File: src/sbf_pkg.sv
// Shared field widths, the reset side, the count ceiling and the result type for the square block finder.
package sbf_pkg;

    localparam int SIDE_W   = 7;
    localparam int CENTRE_W = 6;
    localparam int COUNT_W  = 12;

    localparam logic [SIDE_W-1:0]  SIDE_RESET = 7'd50;
    localparam logic [COUNT_W-1:0] COUNT_MAX  = 12'hFFF;

    typedef struct packed {
        logic                found;
        logic [CENTRE_W-1:0] centre_row;
        logic [CENTRE_W-1:0] centre_col;
        logic [COUNT_W-1:0]  window_count;
    } t_result;

endpackage

File: src/square_block_finder_core.sv
// Streaming detector of fully occupied square windows in a raster occupancy grid.
// The block takes one grid cell per clock in raster order (rows top to bottom,
// columns left to right) and sustains one request per cycle: every cell is
// finished in the cycle it is accepted, by one column counter update and one
// run counter update between the state registers. The per-column counts live in
// a GRID_MAX-entry memory whose read for the next cell is issued ahead of it
// (the column of the following cell is always known), with a bypass for a grid
// one column wide; a valid bit per column clears the counts at once on reset,
// on a register write and at the end of every frame, so there is no clearing
// pass. On the last cell of a frame one result is loaded into the output
// register: found, the centre of the first window in raster order of its
// top-left corner, and the saturating window count. Input is stalled only when
// a finished result still waits downstream and the next cell would end a frame.
// Writing grid_side restarts the frame; write it only while the block is idle.
// A side above GRID_MAX acts as GRID_MAX and a side of zero acts as one.
module square_block_finder_core #(
    parameter int GRID_MAX = 64,
    parameter int WINDOW   = 5
) (
    input  logic                          i_clk,
    input  logic                          i_rst_n,
    // cell channel
    input  logic                          i_valid,
    output logic                          o_stall,
    input  logic                          i_occupied,
    // result channel
    output logic                          o_valid,
    input  logic                          i_stall,
    output logic                          o_found,
    output logic [sbf_pkg::CENTRE_W-1:0]  o_centre_row,
    output logic [sbf_pkg::CENTRE_W-1:0]  o_centre_col,
    output logic [sbf_pkg::COUNT_W-1:0]   o_window_count,
    // configuration channel
    input  logic                          i_cfg_valid,
    output logic                          o_cfg_ready,
    input  logic [sbf_pkg::SIDE_W-1:0]    i_cfg_grid_side
);
    import sbf_pkg::*;

    localparam int CW = $clog2(GRID_MAX);        // column / row index
    localparam int SW = CW + 1;                  // side, holds GRID_MAX
    localparam int RW = $clog2(WINDOW + 1);      // saturating run counters
    localparam int MW = (SW > SIDE_W) ? SW : SIDE_W;
    localparam int BACK = (WINDOW - 1) - (WINDOW - 1) / 2;
    localparam int RESET_SIDE = (50 > GRID_MAX) ? GRID_MAX : 50;

    localparam logic [RW-1:0] WIN = RW'(WINDOW);

    // frame state
    logic [SW-1:0]       r_side;
    logic [CW-1:0]       r_col,   n_col;
    logic [CW-1:0]       r_row,   n_row;
    logic [RW-1:0]       r_wide,  n_wide;
    logic                r_have,  n_have;
    logic [CW-1:0]       r_first_row, n_first_row;
    logic [CW-1:0]       r_first_col, n_first_col;
    logic [COUNT_W-1:0]  r_total, n_total;
    logic                n_clear;

    // column count memory, its valid bits and the prefetched read
    logic [RW-1:0]       mem [GRID_MAX];
    logic [GRID_MAX-1:0] r_vld;
    logic [RW-1:0]       r_rd;

    // result register
    logic                r_ovalid;
    t_result             r_res, n_res;

    logic                accept;
    logic                cfg_wr;
    logic                last_col;
    logic                last_row;
    logic                frame_end;
    logic                hit;
    logic [RW-1:0]       cur_run;
    logic [RW-1:0]       col_new;
    logic [RW-1:0]       wide_new;
    logic [MW-1:0]       cfg_ext;
    logic [SW-1:0]       cfg_side;

    // clamp the written side into 1..GRID_MAX
    always_comb begin
        cfg_ext = MW'(i_cfg_grid_side);
        if (cfg_ext > MW'(GRID_MAX)) begin
            cfg_side = SW'(GRID_MAX);
        end else if (cfg_ext == '0) begin
            cfg_side = SW'(1);
        end else begin
            cfg_side = SW'(cfg_ext);
        end
    end

    assign cfg_wr      = i_cfg_valid && o_cfg_ready;
    assign o_cfg_ready = 1'b1;

    assign last_col  = (SW'(r_col) + SW'(1)) >= r_side;
    assign last_row  = (SW'(r_row) + SW'(1)) >= r_side;
    assign frame_end = last_col && last_row;

    // hold the cell only when this one would overwrite a waiting result
    assign o_stall = r_ovalid && i_stall && frame_end;
    assign accept  = i_valid && !o_stall;

    // per-cell update of the column count and the run of full columns
    always_comb begin
        cur_run = r_vld[r_col] ? r_rd : '0;
        if (!i_occupied) begin
            col_new = '0;
        end else if (cur_run < WIN) begin
            col_new = cur_run + RW'(1);
        end else begin
            col_new = cur_run;
        end

        if (col_new < WIN) begin
            wide_new = '0;
        end else if (r_wide < WIN) begin
            wide_new = r_wide + RW'(1);
        end else begin
            wide_new = r_wide;
        end

        hit = (wide_new >= WIN)
            && (32'(r_row) >= WINDOW - 1)
            && (32'(r_col) >= WINDOW - 1);
    end

    // next frame state and the result built on a frame's last cell
    always_comb begin
        n_col       = r_col;
        n_row       = r_row;
        n_wide      = r_wide;
        n_have      = r_have;
        n_first_row = r_first_row;
        n_first_col = r_first_col;
        n_total     = r_total;
        n_clear     = 1'b0;
        n_res       = r_res;

        if (accept) begin
            n_wide = wide_new;
            if (hit) begin
                if (!r_have) begin
                    n_have      = 1'b1;
                    n_first_row = r_row - CW'(BACK);
                    n_first_col = r_col - CW'(BACK);
                end
                if (r_total != COUNT_MAX) begin
                    n_total = r_total + COUNT_W'(1);
                end
            end

            if (last_col) begin
                n_col  = '0;
                n_wide = '0;
                if (last_row) begin
                    n_res.found        = n_have;
                    n_res.centre_row   = n_have ? CENTRE_W'(n_first_row) : '0;
                    n_res.centre_col   = n_have ? CENTRE_W'(n_first_col) : '0;
                    n_res.window_count = n_total;
                    n_clear            = 1'b1;
                end else begin
                    n_row = r_row + CW'(1);
                end
            end else begin
                n_col = r_col + CW'(1);
            end
        end

        // drop the frame on its end or on a side write
        if (n_clear || cfg_wr) begin
            n_col       = '0;
            n_row       = '0;
            n_wide      = '0;
            n_have      = 1'b0;
            n_first_row = '0;
            n_first_col = '0;
            n_total     = '0;
        end
    end

    always_ff @(posedge i_clk) begin
        if (!i_rst_n) begin
            r_side      <= SW'(RESET_SIDE);
            r_col       <= '0;
            r_row       <= '0;
            r_wide      <= '0;
            r_have      <= 1'b0;
            r_first_row <= '0;
            r_first_col <= '0;
            r_total     <= '0;
            r_vld       <= '0;
            r_ovalid    <= 1'b0;
        end else begin
            if (cfg_wr) begin
                r_side <= cfg_side;
            end
            r_col       <= n_col;
            r_row       <= n_row;
            r_wide      <= n_wide;
            r_have      <= n_have;
            r_first_row <= n_first_row;
            r_first_col <= n_first_col;
            r_total     <= n_total;

            if (n_clear || cfg_wr) begin
                r_vld <= '0;
            end else if (accept) begin
                r_vld[r_col] <= 1'b1;
            end

            if (accept && frame_end) begin
                r_ovalid <= 1'b1;
            end else if (r_ovalid && !i_stall) begin
                r_ovalid <= 1'b0;
            end
        end
    end

    // write the current column, prefetch the next cell's column;
    // bypass when both are the same column
    always_ff @(posedge i_clk) begin
        if (accept) begin
            mem[r_col] <= col_new;
        end
        if (accept && (n_col == r_col)) begin
            r_rd <= col_new;
        end else begin
            r_rd <= mem[n_col];
        end
    end

    // result payload, advanced only when the last cell of a frame is taken
    always_ff @(posedge i_clk) begin
        if (accept && frame_end) begin
            r_res <= n_res;
        end
    end

    assign o_valid        = r_ovalid;
    assign o_found        = r_res.found;
    assign o_centre_row   = r_res.centre_row;
    assign o_centre_col   = r_res.centre_col;
    assign o_window_count = r_res.window_count;

    // a result appears only after the last cell of a frame was taken
    a_result_from_frame_end: assert property (@(posedge i_clk) disable iff (!i_rst_n)
        $rose(r_ovalid) |-> $past(accept && frame_end))
        else $error("result raised without a frame end");

    // the cell position stays inside the grid in use
    a_position_in_grid: assert property (@(posedge i_clk) disable iff (!i_rst_n)
        (SW'(r_col) < r_side) && (SW'(r_row) < r_side))
        else $error("cell position outside the grid");

    // an empty result carries a zero centre
    a_empty_centre_zero: assert property (@(posedge i_clk) disable iff (!i_rst_n)
        (o_valid && !o_found) |-> ((o_centre_row == '0) && (o_centre_col == '0)))
        else $error("centre set on a result without a window");

endmodule
File: config.mk
export PLATFORM = sky130hd
export DESIGN_NAME = square_block_finder_core
export DESIGN_NICKNAME = d
export VERILOG_FILES = /design/src/sbf_pkg.sv /design/src/square_block_finder_core.sv
export SDC_FILE = /design/constraint.sdc
export NUM_CORES = 1
export LEC_CHECK = 0
export BUFFER_PORTS_ARGS = -buffer_cell sky130_fd_sc_hd__buf_2
export CORE_MARGIN = 2
export CORE_UTILIZATION = 40
export DETAILED_ROUTE_END_ITERATION = 16
export PLACE_DENSITY = 0.55
export SKIP_LAST_GASP = 1
export SLEW_MARGIN = 40
export SYNTH_ARGS = -nofsm -noshare
export SYNTH_HDL_FRONTEND = slang
export SYNTH_SLANG_ARGS = --single-unit
File: constraint.sdc
create_clock -name i_clk -period 6.1 [get_ports i_clk]
set_input_delay 0.305 -clock i_clk [delete_from_list [all_inputs] [get_ports i_clk]]
set_output_delay 0.305 -clock i_clk [all_outputs]
set_load 0.05 [all_outputs]
Word level (Yosys, flattened, before mapping)
Memory sizes are Yosys's and may differ from the RTL's. A register that Yosys moved wholly into a read port is not among the register bits.
Index checks and enable logic that the tools add are counted.
- bits in registers: 137
- latch bits: 0
- bits in writable memories: 192
- ROM bits: 0
- input bits: 13
- output and inout bits: 28
- word-level logic and storage cells: 86
- memories: 1
- memories (memory ; words ; width ; read ports ; clocked after memory_dff ; wr ports ; RTL line ; text):
    mem ; 64 ; 3 ; 1 ; 1 ; 1 ; square_block_finder_core.sv:61 ; logic [RW-1:0] mem [GRID_MAX];
- $add $sub $neg: 9
- multipliers: 0
- div/mod/pow operators: 0
- magnitude comparators: 11
- eq/ne operators: 1
- shift operators: 0
- multiplexer cells: 30
- bitwise logic cells: 3
- reductions and logical operators: 17
- operator list (kind ; count):
    $or 64x64->64 ; 1
    $mux 6 ; 7
    $mux 12 ; 2
    $mux 3 ; 6
    $add 6x1->7 const B ; 2
    $ge 7x7->1 ; 2
    $mux 7 ; 2
    $add 12x1->12 const B ; 1
    $add 6x1->6 const B ; 2
    $ge 6x3->1 const B ; 2
    $ne 12x12->1 const B ; 1
    $sub 6x2->6 const B ; 2
    $mux 1 ; 11
    $logic_and 1x1->1 ; 9
    $lt 3x3->1 const B ; 3
    $gt 7x7->1 const B ; 1
    $logic_not 7->1 ; 1
    $lt 6x7->1 const B ; 1
    $add 3x1->3 const B ; 2
    $bmux 1 s6 ; 1
    $demux 1 s6 ; 1
    $ge 6x1->1 const B ; 1
    $reduce_and 4->1 ; 1
    $ge 3x3->1 const B ; 1
    other kinds (6) ; 8

Depth between registers and ports, before layout
Gate-level depths: netlist (run 1).
- depth in word-level cells: 13
- mapped depth: 14
- depth with buffers taken out: 12

Least setup slack after synthesis (run 1)
Ideal clock, no wire load.
- path kind: flip-flop to flip-flop
- start: reg (tool-made name)
- end: mem mem[0][2] (netlist bit), data pin
- data arrival time: 5.410 ns
- required time: 5.419 ns
- setup slack: 0.009 ns
- cell stages (with the launch flop): 13
- path buffers: 2
- clock period less this slack: 6.091 ns
- cell sequence: dfxtp_1 buf_2 buf_1 mux4_2 mux4_2 nand2_1 nand2_1 o21ai_0 nor2_1 ha_1 o21ai_0 nor3_1 nor3_1
- RTL lines (element ; RTL line):
    end: declaration ; square_block_finder_core.sv:61

Final worst setup path (run 1)
- start: reg r_col[3]
- end: reg r_first_col[1]
- longest elaborated chain between the ends: 12
- elaborated cells between the ends (all ways): 24
- those cells by class: 2 x add/sub; 5 x order compare; 9 x mux; 8 x reduce/logical
- ends and longest elaborated chain (element ; RTL line ; text):
    start: declaration ; square_block_finder_core.sv:51 ; logic [CW-1:0] r_col, n_col;
    start signal: assignment ; square_block_finder_core.sv:198 ; r_col <= n_col;
    $bmux 1 s6 ; square_block_finder_core.sv:106 ; cur_run = r_vld[r_col] ? r_rd : '0;
    $mux 1 (not written as such) ; square_block_finder_core.sv:106 ;
    $mux 3 ; square_block_finder_core.sv:106 ;
    $add 3x1->3 or $lt 3x3->1 (tied branches) ; square_block_finder_core.sv:110, square_block_finder_core.sv:109 ;
    $mux 3 ; square_block_finder_core.sv:109 ; end else if (cur_run < WIN) begin
    $mux 3 ; square_block_finder_core.sv:107 ; if (!i_occupied) begin
    $lt 3x3->1 ; square_block_finder_core.sv:115 ; if (col_new < WIN) begin
    $mux 3 ; square_block_finder_core.sv:115 ;
    $ge 3x3->1 ; square_block_finder_core.sv:123 ; hit = (wide_new >= WIN)
    $logic_and 1x1->1 ; square_block_finder_core.sv:124 ; && (32'(r_row) >= WINDOW - 1)
    $logic_and 1x1->1 ; square_block_finder_core.sv:125 ; && (32'(r_col) >= WINDOW - 1);
    $mux 6 ; square_block_finder_core.sv:142 ; if (hit) begin
    end signal: assignment ; square_block_finder_core.sv:203 ; r_first_col <= n_first_col;
    end: declaration ; square_block_finder_core.sv:56 ; logic [CW-1:0] r_first_col, n_first_col;
Several ways; a longest one is shown, not always the timed one. The select of a mux whose other input is x is not followed.
A chain may end at the register's enable or synchronous reset.

==> results of run 1 <==
cell families (layout without fill, tap and decap cells):
| family | count (synthesis) | in the layout | share of synthesized area |
|---|---|---|---|
| other | 1 | 1 | 0.000265 |
| buffers and inverters | 89 | 148 | 0.0255 |
| flip-flops | 335 | 335 | 0.627 |
| multiplexers | 80 | 80 | 0.114 |
| XOR/XNOR | 21 | 21 | 0.0130 |
| AO/OA/AOI/OAI | 208 | 208 | 0.0985 |
| adder cells (fa/ha/maj) | 28 | 28 | 0.0247 |
| AND/OR/NAND/NOR | 304 | 304 | 0.0969 |
state kept, by name, summed over array words and instances, names as in the netlist, named ones only:
| register | cells |
|---|---|
| r_side | 7 |
| o_centre_row | 6 |
| r_vld | 64 |
| r_have | 1 |
| o_found | 1 |
| o_valid | 1 |
| o_centre_col | 6 |
| mem | 192 |
| r_total | 12 |
| r_row | 6 |
| r_first_row | 6 |
| r_first_col | 6 |
| o_window_count | 12 |
| r_col | 6 |
| r_wide | 3 |
critical path, delay by kind of cell, from the launching register on:
kind / cells / cell delay [ns]
buffers and inverters: 2 / 0.85
and+or+nand+nor: 4 / 2.47
DFF: 1 / 0.82
AOI/OAI and AO/OA: 3 / 0.52
how the worst min path moves through the flow:
stage | endpoint | start
finish | r_side[4]$_SDFFE_PN1P_ | i_rst_n
global route | r_side[4]$_SDFFE_PN1P_ | i_rst_n
CTS | r_side[1]$_SDFFE_PN1P_ | i_rst_n
detailed placement | r_vld[23]$_SDFFE_PP0P_ | r_vld[23]$_SDFFE_PP0P_
global placement | r_vld[34]$_SDFFE_PP0P_ | r_vld[34]$_SDFFE_PP0P_
floorplan | r_side[1]$_SDFFE_PN1P_ | i_rst_n
cell usage in the layout, fill, tap and decap left out, drive strengths merged, types with 13 or more instances in the layout:
master	count
nand3	30
a31oi	36
o31ai	16
buf	59
mux4	64
a211oi	13
nand2	59
o21a	40
nor2	142
ha	28
o21ai	22
clkbuf	57
and3	14
edfxtp	217
dfxtp	118
nor3	13
inv	23
a21oi	40
xnor2	16
stage by stage:
stage	worst slack [ns]	power, mW	hold WS [ns]	instances
5_1_grt	1.03	4.79	0.0314	1580
2_1_floorplan	0.00898	2.57	0.384	1066
3_5_place_dp	1.31	2.64	0.453	1515
6_report	1.27	4.65	0.0429	1580
4_1_cts	1.30	4.69	0.0278	1580
3_3_place_gp	1.23	2.63	0.443	1512
area by class of cell:
cell class	instances	area, um2	area share
well taps	455	569	0.0356
clock inverters	8	36.3	0.00227
repair buffers	59	365	0.0228
multi-input cells	642	4970	0.311
flip-flops and latches	335	8890	0.555
inverters	24	90.1	0.00563
clock buffers	57	1080	0.0675
per-layer routing:
metal / wire, um / track usage / vias up
li1: - / - / 4115
met1: 16300 / 0.283 / 4484
met2: 16200 / 0.301 / 226
met3: 1950 / 0.0376 / 48
met4: 618 / 0.0420 / 0
met5: 0 / 0 / -
where the power goes:
| group | leakage [nW] | internal (mW) | switching (mW) | total, mW |
|---|---|---|---|---|
| clock network | 0.552 | 1.21 | 0.851 | 2.06 |
| logic | 1.88 | 0.0603 | 0.100 | 0.160 |
| registers | 2.95 | 2.41 | 0.0140 | 2.43 |
==> flow_summary.yaml, run 1 <==
outcome:
  status: "completed"
grt:
  first_global_vias: 8756
  grt.total_usage: 0.194
  grt_pass1_wl_um: 53900
  gr-total-overflow: 0
  antenna_found_initial: 1
  grt_max_degree: 65
routing:
  avgViaCountPerCell: 5.62
  vias: 8873
  drt-initial-drc-count: 964
  drc: 0
  wl_per_cell_um: 22.2
  drt_pass1_iterations: 5
  antenna_left: 0
  postRouteWirelength_um: 35000
finish:
  fin_nets: 1140
  final_area_um2: 16000
  n_antenna_cell: 0
  layout-drive-gt1-share: 0.176
  post-route-util: 0.461
  area.growth.synth_to_final_pct: 13.1
  n_fill_cell: 3124
pwr:
  vdd_drop_max_v: 0.000168
  p_per_area_nw_per_um2: 290
  leakage_nw: 5.38
timing:
  timing.final.crit_share: 0.791
  finalClockSkew_ns: 0.0136
  timing.fmax_mhz: 207
  max_slew.worst_pin.slew_ns: 0.772
  fin_tns_setup_ns: 0
  finalMaxSlewViolations: 0
  setup_viol: 0
  rsz0062_at_grt: "false"
  slew_headroom: 0.485
  finalCriticalPeriod_ns: 4.83
  hold_violations: 0
clock_network:
  numCtsBuffers: 37
  clkTransAtPathRegs_ns: 0.05
  htree_num_levels: 2
  clock_sinks: 335
  ctsResizeCount: 0
  cts-root-buf: "clkbuf_16"
  holdBufCountCts: 0
  clock_latency_ns: 0.51
  cts_tree: "done"
  postCtsSetupRepairBufs: 0
  clock_path_buffers: 3
setup_path:
  path_cells: "clkinv_1, and3_1, a32o_1, a41o_1, or2_0, or4b_2, nor3_1, buf_4, a211oi_1"
  r2r_slack_ns: 1.27
  cp-endpoint: "r_first_col[1]$_SDFFE_PP0P_"
  required_ns: 6.45
  path_max_fanout: 26
  cp-startpoint: "r_col[3]$_SDFF_PN0_"
  startpoint_type: "flip-flop"
  cp_data_arrival_time_ns: 5.18
  cp_slowest_stage_delay_ns: 1.05
  criticalPathCategory: "reg2reg"
  rr_worst_depth: 9
  slowest_stage: "or4b_2"
  cp-end-kind: "flip-flop"
  reg2reg_from: "r_col[3]$_SDFF_PN0_"
  r2r_end: "r_first_col[1]$_SDFFE_PP0P_"
hold_path:
  hp-class: "in2reg"
  hold_depth: 2
synthesis:
  synth_nets: 1107
  syn-instance-count: 1066
  syn_area_per_cell_um2: 13.3
  synth.cell_area_um2: 14200
  yosys.area.top_type: "edfxtp_1"
  ys_top_cells_by_area: "edfxtp_1 46%, dfxtp_1 17%, mux4_2 10%, nor2_1 3.8%, ha_1 2.5%"
  synth-warning-count: 0
  ys_ff_latch: 335
  synth_edf_count: 217
  synth_common_cells: "217 x edfxtp_1, 142 x nor2_1, 118 x dfxtp_1"
  ys_async_sr_fraction: 0
  synth.most_common_cell: "edfxtp_1"
  synth_cell_types: 61
  synth_top_area_share: 0.460
  ys_seq_area_frac: 0.627
  synthFlopType: "edfxtp_1"
floorplanning:
  die_h_um: 192
  pin_count: 41
  placement_rows: 68
  fp.dieW_um: 192
  fp.coreArea_um2: 34700
  dieArea_um2: 36900
  start_util: 0.408
place:
  place.port_buffers: 39
  dp_hpwl_um: 23100
  dpl_cell_area_um2: 14900
  gp_congestion: 0.833
job:
  max_cap_violations: 0
Power figures use the tool's default switching activity.
==> run 2, diff against run 1 <==
--- a/config.mk
+++ b/config.mk
@@ -9,7 +9,7 @@
 export CORE_MARGIN = 2
 export CORE_UTILIZATION = 40
 export DETAILED_ROUTE_END_ITERATION = 16
-export PLACE_DENSITY = 0.55
+export PLACE_DENSITY = 0.53
 export SKIP_LAST_GASP = 1
 export SLEW_MARGIN = 40
 export SYNTH_ARGS = -nofsm -noshare
==> constraint.sdc (replaced) <==
create_clock -name i_clk -period 5.06 [get_ports i_clk]
set_input_delay 0.253 -clock i_clk [delete_from_list [all_inputs] [get_ports i_clk]]
set_output_delay 0.253 -clock i_clk [all_outputs]
set_load 0.05 [all_outputs]
==> flow_summary.yaml, run 2 (same netlist as run 1, synthesis figures left out) <==
clock_network:
  clock_latency_ns: 0.52
  numCtsBuffers: 38
  cts_tree: "done"
  clkTransAtPathRegs_ns: 0.06
  cts-root-buf: "clkbuf_16"
  clock_path_buffers: 3
  postCtsSetupRepairBufs: 0
  htree_num_levels: 2
  clock_sinks: 335
place:
  gp_congestion: 0.792
  dp_hpwl_um: 23600
  place_inst: 1527
  place.port_buffers: 39
routing:
  avgViaCountPerCell: 5.60
  drt-initial-drc-count: 849
  antenna_left: 0
  vias: 8955
  drc: 0
  postRouteWirelength_um: 35100
  wl_per_cell_um: 21.9
  drt_pass1_iterations: 5
finish:
  area.growth.synth_to_final_pct: 15.0
  fin_nets: 1155
  layout-drive-gt1-share: 0.180
  reg_top3: "mem (192), r_vld (64)"
  layout_common_cells: "217 x edfxtp_1, 140 x nor2_1, 114 x dfxtp_1"
  top_register: "mem"
  n_antenna_cell: 0
  largest_reg_flops: 192
  final_common_cell: "edfxtp_1"
  fin_cells: 1598
setup_path:
  cp-endpoint: "r_total[6]$_SDFFE_PP0P_"
  cp-startpoint: "r_col[3]$_SDFF_PN0_"
  cp-end-kind: "flip-flop"
  required_ns: 5.42
  reg2reg_from: "r_col[3]$_SDFF_PN0_"
  r2r_end: "r_total[6]$_SDFFE_PP0P_"
  cp_data_arrival_time_ns: 4.69
  rr_worst_depth: 8
  path_max_fanout: 21
  startpoint_type: "flip-flop"
  r2r_slack_ns: 0.73
  criticalPathCategory: "reg2reg"
pwr:
  p_per_area_nw_per_um2: 357
  vdd_drop_max_v: 0.000196
  fin_total_pwr_mw: 5.81
  leakage_nw: 5.49
grt:
  first_global_vias: 8708
  gr-total-overflow: 0
  grt_max_degree: 65
  grt_pass1_wl_um: 53600
  antenna_found_initial: 0
  grt.total_usage: 0.193
timing:
  fin_tns_setup_ns: 0
  rsz0062_at_grt: "false"
  timing.final.crit_share: 0.857
  hold_violations: 0
  max_slew.worst_pin.slew_ns: 0.847
  finalClockSkew_ns: 0.0212
  slew_headroom: 0.434
  setup_viol: 0
  timing.fmax_mhz: 231
  finalMaxSlewViolations: 0
  finalCriticalPeriod_ns: 4.33
floorplanning:
  dieArea_um2: 36900
  pin_count: 41
  start_util: 0.408
  die_h_um: 192
  fp.dieW_um: 192
  placement_rows: 68
  fp.coreArea_um2: 34700
job:
  max_cap_violations: 0
hold_path:
  hold_depth: 3
  hp-class: "in2reg"
outcome:
  status: "completed"
## run 2: changes by cell type in the layout (fill, tap and decap cells not counted), moves of 3 or more
cell | before | now
buf_4 | 16 | 24
clkbuf_8 | 8 | 0
bufinv_16 | 0 | 4
nor3_2 | 3 | 0
clkbuf_1 | 12 | 15
buf_12 | 2 | 6
## run 2: power by group
| group | switching [mW] | total (mW) | internal [mW] | leakage (nW) |
|---|---|---|---|---|
| combinational | 0.117 | 0.200 | 0.0822 | 1.97 |
| sequential | 0.0177 | 2.92 | 2.91 | 2.95 |
| clock | 1.06 | 2.69 | 1.63 | 0.582 |
## run 2: cell type report
class / count / area (um2)
fillers: 3132 / 18400
flip-flops and latches: 335 / 8890
multi-input cells: 642 / 4980
clock buffers: 54 / 1030
well taps: 455 / 569
repair buffers: 73 / 546
clock inverters: 15 / 176
inverters: 24 / 90.1
## run 2: what timing repair did
action | CTS | global route
setup endpoints to repair | 0 | 0
hold endpoints to repair | 4 | 0
resized for setup | 0 | 0
hold buffers | 2 | 0
## run 2: layer usage
| layer | track usage | up-vias | routed length [um] |
|---|---|---|---|
| met5 | 0 | - | 0 |
| met4 | 0.0511 | 0 | 786 |
| met3 | 0.0307 | 59 | 1870 |
| met2 | 0.296 | 264 | 15800 |
| met1 | 0.286 | 4479 | 16600 |
| li1 | - | 4153 | - |
## run 2: worst min-delay path by stage
stage	end	start
finish	r_side[1]$_SDFFE_PN1P_	i_cfg_grid_side[1]
global route	r_side[5]$_SDFFE_PN1P_	i_cfg_grid_side[5]
CTS	r_side[5]$_SDFFE_PN1P_	i_cfg_grid_side[5]
detailed placement	r_vld[21]$_SDFFE_PP0P_	r_vld[21]$_SDFFE_PP0P_
global placement	r_vld[18]$_SDFFE_PP0P_	r_vld[18]$_SDFFE_PP0P_
floorplan	r_side[1]$_SDFFE_PN1P_	i_rst_n
## run 2: critical path, stage by stage, from the launching register on
cell      delay, ns
dfxtp_2        0.64
clkinv_1       0.55
and3_1         0.45
a32o_1         0.24
a41o_1         0.23
or2_0          0.36
or4b_1         0.77
nor3_1         0.74
a311oi_1       0.21
## run 2: through the flow
step / utilization / area, um2 / hold slack [ns] / setup WS, ns
6_report: 0.469 / 16300 / 0.0494 / 0.726
3_3_place_gp: 0.432 / 15000 / 0.443 / 0.494
4_1_cts: 0.469 / 16300 / 0.0391 / 0.391
2_1_floorplan: - / 14200 / 0.332 / 0.153
5_1_grt: 0.469 / 16300 / 0.0562 / 0.627
3_5_place_dp: 0.433 / 15000 / 0.453 / 0.404
